===== config.mk =====
export PLATFORM = sky130hd
export DESIGN_NAME = rcp_result_fifo
export DESIGN_NICKNAME = d
export VERILOG_FILES = /design/src/rcp_pkg.sv /design/src/rcp_result_fifo.sv
export SDC_FILE = /design/constraint.sdc
export NUM_CORES = 1
export LEC_CHECK = 0
export BUFFER_PORTS_ARGS = -buffer_cell sky130_fd_sc_hd__buf_2
export CELL_PAD_IN_SITES_DETAIL_PLACEMENT = 0
export CELL_PAD_IN_SITES_GLOBAL_PLACEMENT = 1
export CORE_MARGIN = 3
export CORE_UTILIZATION = 48
export DETAILED_ROUTE_END_ITERATION = 16
export GPL_TIMING_DRIVEN = 0
export MAX_ROUTING_LAYER = met4
export PLACE_DENSITY = 0.87
export SETUP_SLACK_MARGIN = 0.1
export SYNTH_ARGS = -nofsm -noshare
export SYNTH_HDL_FRONTEND = slang
export SYNTH_SLANG_ARGS = --single-unit
export TNS_END_PERCENT = 10

===== constraint.sdc =====
create_clock -name i_clk -period 4.5 [get_ports i_clk]
set_clock_uncertainty 0.2 [all_clocks]
set_input_delay 0.225 -clock i_clk [delete_from_list [all_inputs] [get_ports i_clk]]
set_output_delay 0.225 -clock i_clk [all_outputs]
set_load 0.02 [all_outputs]

===== src/rcp_pkg.sv =====
`timescale 1ns / 1ps

package rcp_pkg;

    localparam int PIX_W       = 8;
    localparam int SUM_W       = 20;
    localparam int IDX_W       = 12;
    localparam int DIM_W       = 13;
    localparam int CFG_INDEX_W = 2;

    localparam int DEF_MAX_WIDTH  = 4096;
    localparam int DEF_MAX_HEIGHT = 4096;

    localparam logic [DIM_W-1:0] RESET_WIDTH  = 13'd640;
    localparam logic [DIM_W-1:0] RESET_HEIGHT = 13'd480;

    localparam logic [SUM_W-1:0] SUM_MAX = {SUM_W{1'b1}};

    localparam logic KIND_ROW = 1'b0;
    localparam logic KIND_COL = 1'b1;

    localparam logic [CFG_INDEX_W-1:0] REG_FRAME_WIDTH  = 2'd0;
    localparam logic [CFG_INDEX_W-1:0] REG_FRAME_HEIGHT = 2'd1;

    // result queue: two words may enter per pixel
    localparam int RES_DEPTH = 4;
    localparam int RES_PTR_W = $clog2(RES_DEPTH);
    localparam int RES_CNT_W = RES_PTR_W + 1;

    typedef struct packed {
        logic             kind;
        logic [IDX_W-1:0] index;
        logic [SUM_W-1:0] total;
        logic             frame_done;
    } t_result;

    typedef struct packed {
        logic    wr0;
        logic    wr1;
        t_result word0;
        t_result word1;
    } t_push;

endpackage


===== src/rcp_result_fifo.sv =====
`timescale 1ns / 1ps

module rcp_result_fifo (
    input  logic                       i_clk,
    input  logic                       i_rst_n,
    input  rcp_pkg::t_push             i_push,
    output logic [rcp_pkg::RES_CNT_W-1:0] o_count,
    output logic                       o_valid,
    input  logic                       i_ready,
    output rcp_pkg::t_result           o_word
);
    import rcp_pkg::*;

    t_result              r_mem [RES_DEPTH];
    logic [RES_PTR_W-1:0] r_wp;
    logic [RES_PTR_W-1:0] r_rp;
    logic [RES_CNT_W-1:0] r_cnt;
    logic [RES_PTR_W-1:0] n_wp;
    logic [RES_CNT_W-1:0] n_cnt;
    logic                 w_pop;
    logic [1:0]           w_nps;

    assign w_pop   = (r_cnt != '0) && i_ready;
    // word1 only ever comes along with word0
    assign w_nps   = {1'b0, i_push.wr0} + {1'b0, i_push.wr1};
    assign n_wp    = r_wp + RES_PTR_W'(w_nps);
    assign n_cnt   = r_cnt + RES_CNT_W'(w_nps) - RES_CNT_W'(w_pop);
    assign o_valid = (r_cnt != '0);
    assign o_word  = r_mem[r_rp];
    assign o_count = r_cnt;

    always_ff @(posedge i_clk) begin
        if (i_push.wr0) begin
            r_mem[r_wp] <= i_push.word0;
        end
        if (i_push.wr1) begin
            r_mem[r_wp + RES_PTR_W'(1)] <= i_push.word1;
        end
    end

    always_ff @(posedge i_clk) begin
        if (!i_rst_n) begin
            r_wp  <= '0;
            r_rp  <= '0;
            r_cnt <= '0;
        end else begin
            r_wp  <= n_wp;
            r_cnt <= n_cnt;
            if (w_pop) begin
                r_rp <= r_rp + RES_PTR_W'(1);
            end
        end
    end

endmodule


==> flow_metrics.py, run 1 <==
metrics = {
    "pwr": {
        "switching_power_mw": 1.233,
        "vdd_ir_drop_max_uv": 263.8,
        "leakagePower_nw": 3.532,
        "p_clk_share_pct": 30.7,
        "power.internal_mw": 3.180,
        "switching_share_pct": 27.94,
        "p_per_area_mw_per_mm2": 462.4,
        "p_comb_share_pct": 29.4,
        "power_frac_seq_pct": 39.8,
    },
    "yosys": {
        "synth.distinct_cells": 27,
        "syn_inst": 376,
        "syn_area_per_cell_sq_um": 18.69,
        "yosys_register_bits": 145,
        "synth.top_cell.area_share_pct": 58.10,
        "seq_area_frac_synth_pct": 60.66,
        "synth_nets": 455,
        "ys_warn_count": 0,
        "synth_top_area_cell": "edfxtp_1",
        "syn_area_sq_mm": 0.007029,
        "synth_area_leaders": "edfxtp_1, mux2_2, mux4_2",
    },
    "global_route": {
        "grt_overflow_total": 0,
        "grt_pass1_wl_um": 25900,
        "grt_use_total_pct": 21.94,
        "grt_max_degree": 23,
        "grt_pass1_vias": 4984,
        "antenna_found_initial": 0,
    },
    "timing": {
        "hold_viol": 0,
        "setup_ws_ns": 1.919,
        "worst-slew-pin-transition_ns": 0.7027,
        "post-route-min-period_ns": 2.581,
        "fmax_mhz": 387.4,
        "rsz0062_at_grt": "no",
        "fin_crit_sh_pct": 57.37,
        "setup_viol": 0,
        "relSlewSlack_pct": 53.15,
        "slew_violations": 0,
    },
    "routing": {
        "drc": 0,
        "totalWireLength_um": 16440,
        "detail_route.first_pass.iterations": 4,
        "drt-vias-per-instance": 5.468,
        "wire_per_inst_um": 20.40,
        "drtIter0Drc": 248,
        "via_count": 4407,
        "ant_nets": 0,
    },
    "floorplan": {
        "io_pins": 111,
        "die_h_um": 127.0,
        "initial_core_util_pct": 49.87,
        "design.core.area_sq_mm": 0.01410,
        "fp.dieW_um": 127.0,
        "rows": 43,
        "die_area_sq_mm": 0.01613,
    },
    "hold_path": {
        "min_path_cells": 4,
        "hold_class": "in -> reg",
    },
    "clocking": {
        "cts.sinks": 145,
        "cts_root_buf": "clkbuf_16",
        "clockBufferDepth": 2,
        "clk_pin_slew_ns": 0.06,
        "h-tree-depth": 4,
        "cts_tree": "built",
        "numCtsBuffers": 17,
        "post_cts_resized": 0,
        "insertion_delay_ns": 0.42,
    },
    "finish": {
        "drive_gt1_share_pct": 53.51,
        "antenna_cells": 0,
        "multi_input_area_sq_mm": 0.002653,
        "fill_cells": 974,
        "regArea_sq_mm": 0.004264,
        "nets": 692,
        "fin_area_sq_mm": 0.009543,
        "syn_to_final_growth_pct": 35.76,
    },
    "placed_design": {
        "post_dp_cell_area_sq_mm": 0.007923,
        "port_buffers": 110,
        "place_hpwl_um": 9755,
        "pre_cts_ws_ns": 2.250,
        "place.gp.congestion": 0.7317,
    },
    "run": {
        "max-cap-violations": 0,
    },
    "setup_path": {
        "slowest_stage": "dlygate4sd3_1",
        "cp-end-kind": "register",
        "required_ns": 4.46,
        "startpoint_type": "register",
        "r2r_cells": 5,
        "cpPeakStageDelay_ns": 0.56,
        "critPathKind": "reg -> reg",
        "worstPathArrival_ns": 2.55,
        "critPathMaxFanout": 10,
        "path_cells": "buf_2 -> nor3b_4 -> buf_4 -> mux2_2 -> dlygate4sd3_1",
    },
    "status": {
        "outcome": "completed",
    },
}
-- cell type report --
type,count,area share [%]
Sequential cell,145,44.68
Clock inverter,2,0.1311
Timing Repair Buffer,218,17.52
Inverter,6,0.2360
Tap cell,180,2.360
Multi-Input combinational cell,203,27.80
Buffer,22,1.337
Clock buffer,30,5.939
-- flip-flops by register name, summed over array words and instances (netlist names), named ones only --
name and cells:
r_mem 136, r_rp 2, o_count 3, r_wp 2
-- metal layers --
layer	track usage [%]	share of wire (%)	vias to the layer above
met4	9.148	2.0	0
met1	25.24	40	2231
met3	4.306	4.6	29
met5	-	0	-
met2	37.76	54	142
li1	-	-	2005
-- stage by stage --
| stage | TNS [ns] | power [mW] | cells | hold slack, ns | utilization (%) |
|---|---|---|---|---|---|
| 3_5_place_dp | 0 | 2.995 | 670 | 0.2820 | 56.20 |
| 3_3_place_gp | -93.09 | 2.952 | 666 | 0.2631 | 55.37 |
| 2_1_floorplan | 0 | 2.603 | 376 | 0.1467 | - |
| 6_report | 0 | 4.413 | 806 | 0.09753 | 67.70 |
| 4_1_cts | 0 | 4.446 | 806 | 0.08492 | 67.70 |
| 5_1_grt | 0 | 4.597 | 806 | 0.1243 | 67.70 |
-- repair_timing --
action	CTS	global route
hold buffers	104	0
buffers inserted	0	0
endpoints found under the hold margin	145	0
-- synth_stat cells, drive strengths merged --
cell	n
nand2	2
nor3b	1
fa	1
buf	21
clkbuf	1
mux4	34
o311ai	1
nor2b	2
xnor3	2
and2	3
o21ai	2
or3	1
o31a	1
inv	6
edfxtp	136
nor2	2
dfxtp	9
nand2b	3
nand3b	2
mux2i	4
nand3	1
mux2	136
ha	5
-- placed cells by master (no fill, tap or decap) --
cell type	Yosys	final
and2_1	3	3
buf_1	3	3
buf_12	0	4
buf_2	11	121
buf_4	6	6
buf_6	1	1
clkbuf_1	0	6
clkbuf_16	0	19
clkbuf_2	1	1
clkbuf_8	0	5
clkinv_2	0	1
clkinvlp_4	0	1
dfxtp_1	9	9
dlygate4sd3_1	0	104
edfxtp_1	136	136
fa_1	1	1
ha_1	5	5
inv_1	6	6
mux2_1	2	2
mux2_2	134	134
mux2i_1	4	4
mux4_2	34	34
nand2_1	2	2
nand2b_1	3	3
nand3_2	1	1
nand3b_2	2	2
nor2_4	0	2
nor2b_1	2	2
nor3b_4	1	1
o21ai_4	0	2
o311ai_0	1	1
o31a_1	1	1
or3_1	1	1
xnor3_1	2	2
-- power groups by stage --
stage	Sequential (mW)	Clock, mW	Combinational [mW]
global placement	1.80	0	1.15
detailed placement	1.79	0	1.21
global route	1.77	1.43	1.39
finish	1.76	1.36	1.30
CTS	1.76	1.38	1.31
floorplan	1.79	0	0.812
-- critical path: cells and delay by family (launching register included) --
kind / cells / cell delay (ns)
mux: 1 / 0.36
simple gates: 1 / 0.40
flops: 1 / 0.31
buf+inv: 3 / 1.04
-- cells by family (layout without fill, tap and decap cells) --
family                     after synthesis  after routing  synth area share, %
DFF                                    145            145                60.66
muxes                                  174            174                33.25
AOI/OAI and AO/OA                        4              4               0.3916
adders and majority gates                6              6                1.175
xor gates and xnor gates                 2              2               0.6408
and+or+nand+nor                         17             17                1.745
buffers and inverters                   28            278                2.136
-- final timing paths --
| path | start | end | slack (ns) |
|---|---|---|---|
| min | i_push[69] | r_wp[0] | 0.1 |
| max reg2reg | r_wp[0] | r_mem[1][22] | 1.92 |
| min reg2reg | r_rp[1] | r_rp[1] | 0.29 |
| max | r_wp[0] | r_mem[1][22] | 1.92 |
(Power assumes the default switching activity.)
==> run 2, diff against run 1 <==
Clock period 4.5 ns to 2.4 ns, I/O delays scaled along.
==> run 2 against run 1 <==
Net effect:
- global-route usage is 1.3 points lower
- sequential cell count unchanged
- via count fell by 3.9%
- final area fell by 2.7%
- fmax up 15%
- core utilization is 1.8 points lower
- wire length down 6.2%
- critical path type unchanged
- count of clock-buffer cells in the layout fell by 10
- combinational power grew 82%
- sequential power grew 87%
- cell count down 3.8%
==> flow_metrics.py, run 2 (same netlist as run 1, synthesis figures left out) <==
metrics = {
    "setup_path": {
        "critPathMaxFanout": 5,
        "r2r-start": "o_count[2]",
        "reg2reg_to": "o_count[2]",
        "startpoint_type": "register",
        "worstPathArrival_ns": 2.35,
        "r2r_slack_ns": 0.16,
        "cp-end-kind": "register",
        "critPathKind": "reg -> reg",
        "r2r_cells": 8,
        "cp-endpoint": "o_count[2]",
        "required_ns": 2.51,
        "crit_path_start": "o_count[2]",
    },
    "clocking": {
        "h-tree-depth": 4,
        "cts_tree": "built",
        "cts_setup_buffers": 0,
        "insertion_delay_ns": 0.41,
        "cts_root_buf": "clkbuf_16",
        "numCtsBuffers": 17,
        "clockBufferDepth": 2,
        "cts.sinks": 145,
        "clk_pin_slew_ns": 0.05,
    },
    "hold_path": {
        "hold_class": "in -> reg",
    },
    "pwr": {
        "power_mw": 8.302,
        "leakagePower_nw": 3.430,
        "vdd_ir_drop_max_uv": 540.6,
        "p_per_area_mw_per_mm2": 894.1,
    },
    "floorplan": {
        "initial_core_util_pct": 49.87,
        "io_pins": 111,
        "die_h_um": 127.0,
        "fp.dieW_um": 127.0,
        "die_area_sq_mm": 0.01613,
        "rows": 43,
        "design.core.area_sq_mm": 0.01410,
    },
    "timing": {
        "rsz0062_at_grt": "yes",
        "worst-slew-pin-transition_ns": 0.7715,
        "setup_viol": 0,
        "fin_crit_sh_pct": 93.25,
        "fmax_mhz": 446.8,
        "slew_violations": 0,
        "post-route-min-period_ns": 2.238,
        "relSlewSlack_pct": 48.37,
        "hold_viol": 0,
    },
    "finish": {
        "drive_gt1_share_pct": 55.97,
        "mostFrequentLayoutCells": "edfxtp_1, mux2_2, buf_2",
        "final_common_cell": "edfxtp_1",
        "largest_reg_flops": 136,
        "antenna_cells": 0,
        "final_core_util_pct": 65.87,
        "layoutNonFillerInstCount": 775,
        "largest-register": "r_mem",
        "nets": 663,
        "syn_to_final_growth_pct": 32.09,
    },
    "routing": {
        "ant_nets": 0,
        "via_count": 4233,
        "detail_route.first_pass.iterations": 4,
        "drc": 0,
        "totalWireLength_um": 15420,
        "drt-vias-per-instance": 5.462,
        "wire_per_inst_um": 19.89,
        "drtIter0Drc": 183,
    },
    "global_route": {
        "grt_use_total_pct": 20.67,
        "grt_overflow_total": 0,
        "met3_usage_pct": 4.264,
        "grt_pass1_wl_um": 24540,
        "grt_pass1_vias": 4660,
        "grt_util_met2_pct": 34.90,
        "grt-busiest-layer": "met2",
        "grtUsageMet1_pct": 25.13,
        "grt_max_degree": 23,
        "antenna_found_initial": 0,
    },
    "status": {
        "outcome": "completed",
    },
    "placed_design": {
        "port_buffers": 110,
        "dp_cells": 670,
        "place_hpwl_um": 9655,
        "place.gp.congestion": 0.7964,
    },
    "run": {
        "max-cap-violations": 0,
    },
}
[run 2: changes by cell type in the layout (fill, tap and decap cells not counted), moves of 2 or more]
cell,previous run,this run
bufinv_16,0,4
buf_16,0,2
buf_1,3,0
clkbuf_1,6,3
buf_6,1,4
buf_12,4,2
clkbuf_8,5,0
buf_2,121,123
clkbuf_16,19,17
buf_4,6,3
clkinv_1,0,6
dlygate4sd3_1,104,75
[run 2: through the flow]
step / cell area (sq um) / TNS [ns] / hold slack, ns / setup slack, ns
after detailed placement: 7938 / 0 / 0.2457 / 0.1619
after CTS: 9271 / 0 / 0.001362 / 0.04934
after global routing: 9285 / 0 / 0.04069 / 0.06373
after floorplan: 7029 / -44.36 / 0.04171 / -0.3917
after global placement: 7805 / -221.94 / 0.2458 / -1.736
final: 9285 / 0 / 0.02191 / 0.1620
[run 2: worst min-delay path by stage]
stage	endpoint	from	cells past startpoint
floorplan	o_count[2]	i_rst_n	1
global placement	r_mem[1][6]	i_push[40]	2
detailed placement	r_mem[1][7]	i_push[41]	2
CTS	r_wp[0]	i_push[69]	4
global route	r_wp[0]	i_push[69]	4
finish	r_wp[0]	i_push[69]	4
[run 2: cell type report]
| class | instances | area (sq um) |
|---|---|---|
| clock buffers | 20 | 436.7 |
| repair buffers | 189 | 1396 |
| clock inverters | 10 | 142.6 |
| flip-flops and latches | 145 | 4264 |
| well taps | 180 | 225.2 |
| fillers | 975 | 4811 |
| multi-input cells | 203 | 2653 |
| plain buffers | 22 | 145.1 |
| inverters | 6 | 22.52 |
[run 2: per-layer routing]
layer  up-vias  part of all wire (%)
met5         -                     0
li1       1939                     -
met1      2156                    42
met2       120                    52
met4         0                   1.3
met3        18                   4.4
[run 2: timing repair]
action | in CTS | in global routing
gates cloned | 0 | 0
pin swaps | 0 | 0
hold buffers | 75 | 0
endpoints found under the hold margin | 145 | 0
endpoints found under the setup margin | 30 | 31
resized for setup | 3 | 4
[run 2: report_power, final]
part	total (mW)	internal (mW)	switching [mW]
combinational	2.37	1.14	1.22
sequential	3.29	3.20	0.0937
clock	2.64	1.70	0.939
[run 2: critical path: stages (launching register included)]
cell and delay (ns):
dfxtp_1 0.34, o31a_1 0.36, ha_1 0.30, inv_1 0.05
ha_1 0.13, inv_1 0.05, fa_1 0.37, xnor3_1 0.17
and2_1 0.15
==> run 3, diff against run 2 <==
Settings changed: REMOVE_ABC_BUFFERS set to 1.
==> run 3 against run 2 <==
Net effect:
- global-route usage is 0.54 points higher
- die area stayed put
- largest power group unchanged
- total power is 1.4% higher
- wire length is 1.8% higher
- fmax is 4.6% lower
- non-clock buffer count is 22 lower
- critical path depth is 5 lower
- first-iteration DRC count is 20% higher
- sequential share of layout area is 0.18 points lower
- critical path type unchanged
==> flow_metrics.py, run 3 (same netlist as run 1, synthesis figures left out) <==
metrics = {
    "finish": {
        "nets": 641,
        "largest-register": "r_mem",
        "final_common_cell": "edfxtp_1",
        "syn_to_final_growth_pct": 33.09,
        "largest_reg_flops": 136,
        "drive_gt1_share_pct": 56.37,
        "mostFrequentLayoutCells": "edfxtp_1, mux2_2, buf_2",
    },
    "timing": {
        "worst-slew-pin-transition_ns": 0.7920,
        "fin_setup_tns_ns": 0,
        "hold_viol": 0,
        "fin_hold_ws_ns": 0.03208,
        "setup_viol": 0,
        "fmax_mhz": 426.3,
        "fin_crit_sh_pct": 97.74,
        "rsz0062_at_grt": "yes",
        "relSlewSlack_pct": 47.00,
        "slew_violations": 0,
        "post-route-min-period_ns": 2.346,
        "setup_ws_ns": 0.05423,
    },
    "setup_path": {
        "startpoint_type": "register",
        "r2r_slack_ns": 0.05,
        "critPathKind": "reg -> reg",
        "worstPathArrival_ns": 2.27,
        "critPathMaxFanout": 35,
        "r2r_cells": 3,
        "cp-end-kind": "register",
        "required_ns": 2.32,
    },
    "floorplan": {
        "die_area_sq_mm": 0.01613,
        "design.core.area_sq_mm": 0.01410,
        "fp.dieW_um": 127.0,
        "rows": 43,
        "io_pins": 111,
        "die_h_um": 127.0,
        "initial_core_util_pct": 49.87,
    },
    "routing": {
        "met3_length_um": 868,
        "drc": 0,
        "wl_met2_um": 8276,
        "wire_per_inst_um": 20.81,
        "totalWireLength_um": 15690,
        "ant_nets": 0,
        "drtIter0Drc": 219,
        "wl_met1_um": 6336,
        "drt-vias-per-instance": 5.505,
        "dr.max_layer_used": "met4",
        "detail_route.first_pass.iterations": 4,
        "via_count": 4151,
    },
    "pwr": {
        "leakagePower_nw": 3.434,
        "power_mw": 8.420,
        "vdd_ir_drop_max_uv": 703.3,
        "p_per_area_mw_per_mm2": 900.0,
    },
    "clocking": {
        "cts_tree": "built",
        "clockBufferDepth": 2,
        "cts_setup_buffers": 0,
        "cts_root_buf": "clkbuf_16",
        "clk_pin_slew_ns": 0.06,
        "numCtsBuffers": 17,
        "h-tree-depth": 4,
        "cts.sinks": 145,
        "insertion_delay_ns": 0.42,
    },
    "status": {
        "outcome": "completed",
    },
    "placed_design": {
        "place.gp.congestion": 0.7274,
        "place_hpwl_um": 9357,
        "pre_cts_ws_ns": -0.7744,
        "port_buffers": 110,
    },
    "global_route": {
        "antenna_found_initial": 0,
        "grt_pass1_vias": 4709,
        "grt_overflow_total": 0,
        "grt_max_degree": 36,
        "grt_pass1_wl_um": 25140,
        "grt_use_total_pct": 21.20,
    },
    "hold_path": {
        "min_path_cells": 4,
        "hold_class": "in -> reg",
    },
    "run": {
        "max-cap-violations": 0,
    },
}
## run 3: changes by cell type in the layout (fill, tap and decap cells not counted), sizes merged
| cell | previous run | this run |
|---|---|---|
| clkinv | 6 | 7 |
| clkbuf | 22 | 20 |
| bufinv | 4 | 3 |
| buf | 134 | 119 |
| diode | 0 | 1 |
| dlygate4sd3 | 75 | 70 |
## run 3: final timing paths
kind	start	to
worst max-delay path	r_wp[1]	r_mem[2][1]
worst min-delay path	i_push[69]	r_wp[0]
worst max register to register	r_wp[1]	r_mem[2][1]
worst min register to register	r_rp[0]	register
## run 3: per-stage QoR
step,util [%],instances,cell area (sq um)
global placement,54.46,644,7677
floorplan,-,354,6902
finish,66.37,754,9355
CTS,65.67,753,9256
global route,66.35,753,9353
detailed placement,56.03,653,7898
## run 3: metal layers
metal,track usage [%],vias to the layer above
li1,-,1905
met1,25.72,2099
met2,35.55,128
met3,4.640,19
met4,7.066,0
met5,-,-
## run 3: area by class of cell
type	instances	area [sq um]
fillers	973	4741
flip-flops and latches	145	4279
multi-input cells	203	2678
repair buffers	189	1593
clock buffers	20	436.7
well taps	180	225.2
clock inverters	10	118.9
inverters	6	22.52
diodes	1	2.502
## run 3: power breakdown
| part | total [mW] | internal (mW) | switching [mW] |
|---|---|---|---|
| clock network | 2.53 | 1.60 | 0.936 |
| logic | 2.49 | 1.30 | 1.19 |
| registers | 3.39 | 3.21 | 0.183 |
| total | 8.42 | 6.11 | 2.31 |
## run 3: timing repair
action | CTS | global route
hold buffers | 70 | 0
resized for setup | 30 | 30
pin swaps | 0 | 3
endpoints found under the hold margin | 145 | 0
endpoints found under the setup margin | 203 | 105
## run 3: worst max-delay path, stage by stage (launching register included)
cell and delay [ns]:
dfxtp_4 0.40, nand3b_4 0.61, o21ai_4 0.57, buf_16 0.25
